**config.mk**
```make
export PLATFORM = sky130hd
export DESIGN_NAME = scf_ctrl
export DESIGN_NICKNAME = d
export VERILOG_FILES = /design/src/scf_pkg.sv /design/src/scf_ctrl.sv
export SDC_FILE = /design/constraint.sdc
export NUM_CORES = 1
export LEC_CHECK = 0
export BUFFER_PORTS_ARGS = -buffer_cell sky130_fd_sc_hd__clkbuf_2
export CORE_ASPECT_RATIO = 0.5
export CORE_MARGIN = 2
export CORE_UTILIZATION = 51
export DETAILED_ROUTE_END_ITERATION = 10
export GPL_TIMING_DRIVEN = 0
export PLACE_DENSITY = 0.82
export SYNTH_ARGS = -nofsm -noshare
export SYNTH_HDL_FRONTEND = slang
export SYNTH_SLANG_ARGS = --single-unit
```
**constraint.sdc**
```tcl
create_clock -name clock -period 4.2 [get_ports clock]
set_clock_uncertainty 0.05 [all_clocks]
set_input_delay 0.42 -clock clock [delete_from_list [all_inputs] [get_ports clock]]
set_output_delay 0.42 -clock clock [all_outputs]
set_load 0.02 [all_outputs]
```
**src/scf_pkg.sv**
```systemverilog
// Shared constants, codes and command/status types of the shifted Cholesky block.
package scf_pkg;

   localparam int MAX_DIM_DEF   = 64;
   localparam int FRAC_BITS_DEF = 24;

   localparam int DATA_W    = 32;
   localparam int ACC_W     = 64;
   localparam int KIND_W    = 2;
   localparam int IDX_W     = 6;
   localparam int SIZE_W    = 7;
   localparam int SHIFT_W   = 31;
   localparam int CSR_IDX_W = 1;

   localparam logic [KIND_W-1:0] KIND_WRITE = 2'd0;
   localparam logic [KIND_W-1:0] KIND_START = 2'd1;
   localparam logic [KIND_W-1:0] KIND_READ  = 2'd2;

   localparam logic [CSR_IDX_W-1:0] CSR_MATRIX_SIZE = 1'd0;
   localparam logic [CSR_IDX_W-1:0] CSR_DIAG_SHIFT  = 1'd1;

   localparam logic [SIZE_W-1:0]  MATRIX_SIZE_RST = 7'd64;
   localparam logic [SHIFT_W-1:0] DIAG_SHIFT_RST  = 31'd8388608;

   typedef struct packed {
      logic in_wr;     // write K element from the request
      logic run_clr;   // new factorization: drop U rows, clear error, latch n
      logic f_rd;      // read U at both ports
      logic k_rd;      // read K[i][j]
      logic mul_go;    // register product of U reads
      logic acc_clr;
      logic acc_add;
      logic arg_go;    // form pivot argument
      logic sqrt_go;
      logic div_go;
      logic piv_wr;    // write pivot U[j][j]
      logic div_wr;    // write U[j][i]
      logic set_err;
      logic out_load;
      logic out_stat;  // status-only result
      logic out_last;
      logic rd_oob;    // requested row lies outside the array
   } cmd_type;

   typedef struct packed {
      logic arg_pos;
      logic sqrt_done;
      logic div_done;
      logic rsp_free;
   } sts_type;

endpackage

```
**src/scf_ctrl.sv**
```systemverilog
// Controller: request decode and the column-order factorization sequencer.
module scf_ctrl import scf_pkg::*; #(
   parameter int MAX_DIM = MAX_DIM_DEF,
   localparam int AW = $clog2(MAX_DIM),
   localparam int NW = $clog2(MAX_DIM + 1)
) (
   input  logic                 clock,
   input  logic                 reset,
   input  logic                 csr_we,
   input  logic [CSR_IDX_W-1:0] csr_index,
   input  logic [SHIFT_W-1:0]   csr_wdata,
   input  logic                 req_valid,
   output logic                 req_stall,
   input  logic [KIND_W-1:0]    req_kind,
   input  logic [IDX_W-1:0]     req_row,
   input  logic [IDX_W-1:0]     req_col,
   input  sts_type              sts,
   output cmd_type              cmd,
   output logic [AW-1:0]        idx_j,
   output logic [AW-1:0]        idx_i,
   output logic [AW-1:0]        idx_k,
   output logic [NW-1:0]        n_eff
);

   typedef enum logic [3:0] {
      S_IDLE, S_COL, S_SUM, S_MUL, S_ACC, S_KRD, S_KWAIT, S_ARG,
      S_SQRT, S_DIV, S_RISSUE, S_RLOAD, S_DONE
   } state_type;

   state_type         state_ff, state_in;
   logic [SIZE_W-1:0] size_ff;
   logic [NW-1:0]     j_ff, j_in;
   logic [NW-1:0]     i_ff, i_in;
   logic [NW-1:0]     k_ff, k_in;
   logic              oob_ff, oob_in;
   logic [NW-1:0]     i_nx;
   logic [NW-1:0]     j_nx;
   logic              in_ok;

   assign n_eff = (int'(size_ff) > MAX_DIM) ? NW'(MAX_DIM) : NW'(size_ff);
   assign i_nx  = i_ff + NW'(1);
   assign j_nx  = j_ff + NW'(1);
   assign in_ok = (int'(req_row) < MAX_DIM) && (int'(req_col) < MAX_DIM);

   always_comb begin
      state_in = state_ff;
      j_in     = j_ff;
      i_in     = i_ff;
      k_in     = k_ff;
      oob_in   = oob_ff;
      cmd      = '0;
      unique case (state_ff)
         S_IDLE: begin
            if (req_valid) begin
               unique case (req_kind)
                  KIND_WRITE: begin
                     cmd.in_wr = in_ok;
                  end
                  KIND_START: begin
                     cmd.run_clr = 1'b1;
                     j_in        = '0;
                     state_in    = (n_eff == '0) ? S_DONE : S_COL;
                  end
                  KIND_READ: begin
                     k_in     = NW'(req_row);
                     oob_in   = (int'(req_row) >= MAX_DIM);
                     i_in     = '0;
                     state_in = (n_eff == '0) ? S_DONE : S_RISSUE;
                  end
                  default: begin
                     // drop unused kind
                  end
               endcase
            end
         end
         S_COL: begin
            i_in        = j_ff;
            k_in        = '0;
            cmd.acc_clr = 1'b1;
            state_in    = S_SUM;
         end
         S_SUM: begin
            if (k_ff == j_ff) begin
               state_in = S_KRD;
            end else begin
               cmd.f_rd = 1'b1;
               state_in = S_MUL;
            end
         end
         S_MUL: begin
            cmd.mul_go = 1'b1;
            state_in   = S_ACC;
         end
         S_ACC: begin
            cmd.acc_add = 1'b1;
            k_in        = k_ff + NW'(1);
            state_in    = S_SUM;
         end
         S_KRD: begin
            cmd.k_rd = 1'b1;
            state_in = S_KWAIT;
         end
         S_KWAIT: begin
            if (i_ff == j_ff) begin
               cmd.arg_go = 1'b1;
               state_in   = S_ARG;
            end else begin
               cmd.div_go = 1'b1;
               state_in   = S_DIV;
            end
         end
         S_ARG: begin
            if (!sts.arg_pos) begin
               cmd.set_err = 1'b1;
               state_in    = S_DONE;
            end else begin
               cmd.sqrt_go = 1'b1;
               state_in    = S_SQRT;
            end
         end
         S_SQRT, S_DIV: begin
            if ((state_ff == S_SQRT) ? sts.sqrt_done : sts.div_done) begin
               cmd.piv_wr = (state_ff == S_SQRT);
               cmd.div_wr = (state_ff == S_DIV);
               if (i_nx >= n_eff) begin
                  j_in     = j_nx;
                  state_in = (j_nx >= n_eff) ? S_DONE : S_COL;
               end else begin
                  i_in        = i_nx;
                  k_in        = '0;
                  cmd.acc_clr = 1'b1;
                  state_in    = S_SUM;
               end
            end
         end
         S_RISSUE: begin
            cmd.f_rd   = 1'b1;
            cmd.rd_oob = oob_ff;
            state_in   = S_RLOAD;
         end
         S_RLOAD: begin
            if (sts.rsp_free) begin
               cmd.out_load = 1'b1;
               cmd.out_last = (i_nx == n_eff);
               if (i_nx == n_eff) begin
                  state_in = S_IDLE;
               end else begin
                  i_in     = i_nx;
                  state_in = S_RISSUE;
               end
            end
         end
         S_DONE: begin
            if (sts.rsp_free) begin
               cmd.out_load = 1'b1;
               cmd.out_stat = 1'b1;
               cmd.out_last = 1'b1;
               state_in     = S_IDLE;
            end
         end
      endcase
   end

   always_ff @(posedge clock) begin
      if (reset) begin
         state_ff <= S_IDLE;
         size_ff  <= MATRIX_SIZE_RST;
      end else begin
         state_ff <= state_in;
         if (csr_we && csr_index == CSR_MATRIX_SIZE) begin
            size_ff <= csr_wdata[SIZE_W-1:0];
         end
      end
      j_ff   <= j_in;
      i_ff   <= i_in;
      k_ff   <= k_in;
      oob_ff <= oob_in;
   end

   assign req_stall = (state_ff != S_IDLE);
   assign idx_j     = j_ff[AW-1:0];
   assign idx_i     = i_ff[AW-1:0];
   assign idx_k     = k_ff[AW-1:0];

endmodule

```
==> load_flow_metrics.sql <==
INSERT INTO impl_metrics (metric_group, metric, value, unit) VALUES
('setup_path', 'worstPathArrival', '3.80', 'ns'),
('sta', 'setup_ws', '0.265', 'ns'),
('clock_tree', 'worst_skew_pair.late_latency', '0.29', 'ns'),
('drt', 'detail-route-antenna-nets', '0', ''),
('synth', 'async_reset_ff_frac', '0', ''),
('clock_tree', 'clkSlewWorstSetupHoldPaths', '0.07', 'ns'),
('synth', 'syn_nets', '394', ''),
('sta', 'timing.setup.tns', '0', 'ns'),
('layout', 'antenna-diode-count', '0', ''),
('min_path', 'timing.hold.worst_endpoint', 'size_ff[6]', ''),
('layout', 'final_core_util', '0.648', ''),
('die', 'die_y', '55.9', 'µm'),
('drt', 'first_pass_iters', '5', ''),
('setup_path', 'r2r_slack', '0.26', 'ns'),
('die', 'core_area', '5040', 'µm²'),
('grt', 'grt_max_degree', '11', ''),
('synth', 'yosys.cell_count.top_type', 'nor2_1', ''),
('sta', 'drv_slew', '0', ''),
('synth', 'avgSynthCellArea', '8.46', 'µm²'),
('drt', 'detail_route.wirelength', '7350', 'µm'),
('layout', 'fillerInstances', '433', ''),
('sta', 'timing.final.crit_period', '3.94', 'ns'),
('layout', 'finish.net_count', '466', ''),
('drt', 'drt_iter0_markers', '227', ''),
('run', 'max_cap_violations', '0', ''),
('synth', 'yosysUniqueCellTypes', '56', ''),
('placed_design', 'gpl_wtd_cong', '0.900', ''),
('drt', 'detailed_route_wire_length_per_cell', '15.7', 'µm'),
('power_and_ir_drop', 'powerDensity', '768', 'nW/µm²'),
('clock_tree', 'tritoncts', 'yes', ''),
('synth', 'yosysTopAreaCellShare', '0.230', ''),
('synth', 'synth_top_cells_by_count', 'nor2_1 (37), nand2_1 (26), edfxtp_1 (21), xor2_1 (20), buf_4 (19)', ''),
('synth', 'synth.yosys.seq_area_share', '0.310', ''),
('min_path', 'min-delay-path-class', 'in -> reg', ''),
('sta', 'min_period_over_period', '0.937', ''),
('outcome', 'run_status', 'finished, final reports clean', ''),
('setup_path', 'crit_required', '4.07', 'ns'),
('clock_tree', 'htree_levels', '2', ''),
('clock_tree', 'root_buffer', 'clkbuf_8', ''),
('grt', 'grt_usage', '0.257', ''),
('die', 'floorplan.io_pins', '97', ''),
('drt', 'num_vias', '2650', ''),
('sta', 'timing.final.setup_violations', '0', ''),
('synth', 'synth_warn', '0', ''),
('die', 'placement_rows', '18', ''),
('die', 'fp.dieArea', '6020', 'µm²'),
('setup_path', 'timing.critical_path.fanout_max', '8', ''),
('layout', 'share_of_cells_above_drive_strength_1', '0.270', ''),
('clock_tree', 'cts_buffers', '5', ''),
('grt', 'first_pass_grt_wire_length', '12000', 'µm'),
('clock_tree', 'postCtsSetupBuffers', '0', ''),
('clock_tree', 'clock_path_buffers', '2', ''),
('sta', 'timing.max_slew.rel_slack', '0.435', ''),
('synth', 'synth_top_cell_by_area', 'edfxtp_1', ''),
('synth', 'yosys_register_bits', '32', ''),
('die', 'floorplan.initialDensity', '0.544', ''),
('sta', 'hold_violations', '0', ''),
('grt', 'vias_in_the_first_global_route', '2482', ''),
('synth', 'post_synth_main_area_contributors', 'edfxtp_1 (23%), dfxtp_1 (8.0%), ha_1 (7.3%)', ''),
('drt', 'detail_route.vias_per_cell', '5.67', ''),
('setup_path', 'ff2ff_path_depth', '11', ''),
('setup_path', 'worst_setup_path_end_kind', 'register', ''),
('layout', 'syn_to_final_growth', '19.1', '%'),
('power_and_ir_drop', 'finalPower', '2.51', 'mW'),
('clock_tree', 'sink_count_of_the_clock_tree', '32', ''),
('setup_path', 'timing.rr.start', 'i_ff[0]', ''),
('die', 'die_w', '108', 'µm'),
('setup_path', 'critical_path_class', 'reg -> reg', ''),
('placed_design', 'placement.setup.worst_slack', '0.257', 'ns'),
('sta', 'max_slew.worst_pin.slew', '0.848', 'ns'),
('min_path', 'hp-start', 'reset', '');
logic make-up after synthesis:
group	synth area share
xor+xnor	0.0958
flops	0.310
other cells	0.00137
simple gates	0.235
fa+ha+maj	0.0766
mux	0.0219
compound gates	0.159
buf+inv	0.100
metrics by stage:
step	area (µm²)	hold slack [ns]
4_1_cts	3260	0.273
5_1_grt	3270	0.296
3_5_place_dp	3160	0.473
2_1_floorplan	2740	0.426
6_report	3270	0.280
3_3_place_gp	3160	0.450
power breakdown:
| group | internal, mW | switching [mW] | total (mW) |
|---|---|---|---|
| clock | 0.173 | 0.125 | 0.298 |
| combinational | 0.620 | 0.915 | 1.54 |
| sequential | 0.515 | 0.161 | 0.677 |
| total | 1.31 | 1.20 | 2.51 |
area by class of cell:
class                   count  area, µm²  area share
inverters                  13       48.8      0.0149
clock inverters             3       37.5      0.0115
well taps                  70       87.6      0.0268
multi-input cells         243       1620       0.496
repair buffers             65        325      0.0996
flip-flops and latches     32        851       0.260
clock buffers               5       68.8      0.0211
plain buffers              36        226      0.0693
critical path, cell delays in order, from the launching register on:
cell      delay, ns
edfxtp_1       0.54
ha_1           0.25
and3_1         0.19
nand3_1        0.10
xnor2_1        0.31
ha_1           0.32
a21oi_1        0.13
o21ai_0        0.12
a21oi_1        0.33
nor2_1         0.13
a311o_1        0.40
a21oi_1        0.68
worst max-delay path by stage:
| stage | end | from |
|---|---|---|
| global placement | i_ff[5] | i_ff[0] |
| finish | k_ff[5] | i_ff[0] |
| detailed placement | i_ff[4] | i_ff[0] |
| floorplan | i_ff[0] | i_ff[0] |
| CTS | i_ff[4] | i_ff[0] |
| global route | k_ff[5] | i_ff[0] |
routing by layer:
layer | part of all wire | up-vias | track usage
li1 | - | 1282 | -
met1 | 0.47 | 1265 | 0.353
met2 | 0.44 | 94 | 0.399
met3 | 0.083 | 9 | 0.0656
met4 | 0.010 | 0 | 0.0696
met5 | 0 | - | 0.0536
layout by cell type, fill, tap and decap left out, types with 6 or more instances in the layout:
cell	Yosys	layout
nor2_1	37	37
xor2_1	20	20
edfxtp_1	21	21
mux2i_1	6	6
clkbuf_1	9	9
nand2_1	26	26
dfxtp_1	11	11
nand3_1	14	14
ha_1	16	16
a22o_1	9	9
and3_1	6	6
a21oi_1	14	14
o21ai_0	10	10
xnor2_1	10	10
inv_1	11	11
clkbuf_2	0	65
nor3_1	9	8
buf_4	19	19
state kept, by name, indices dropped and copies added, names as in the netlist:
signal,flops
i_ff,7
j_ff,7
k_ff,7
size_ff,7
state_ff,4
timing repair:
item,4_1_cts,5_1_grt
hold buffers,0,0
gates resized for setup,0,1
setup endpoints to repair,0,7
Note: power is estimated with default switching activity, not from simulation.
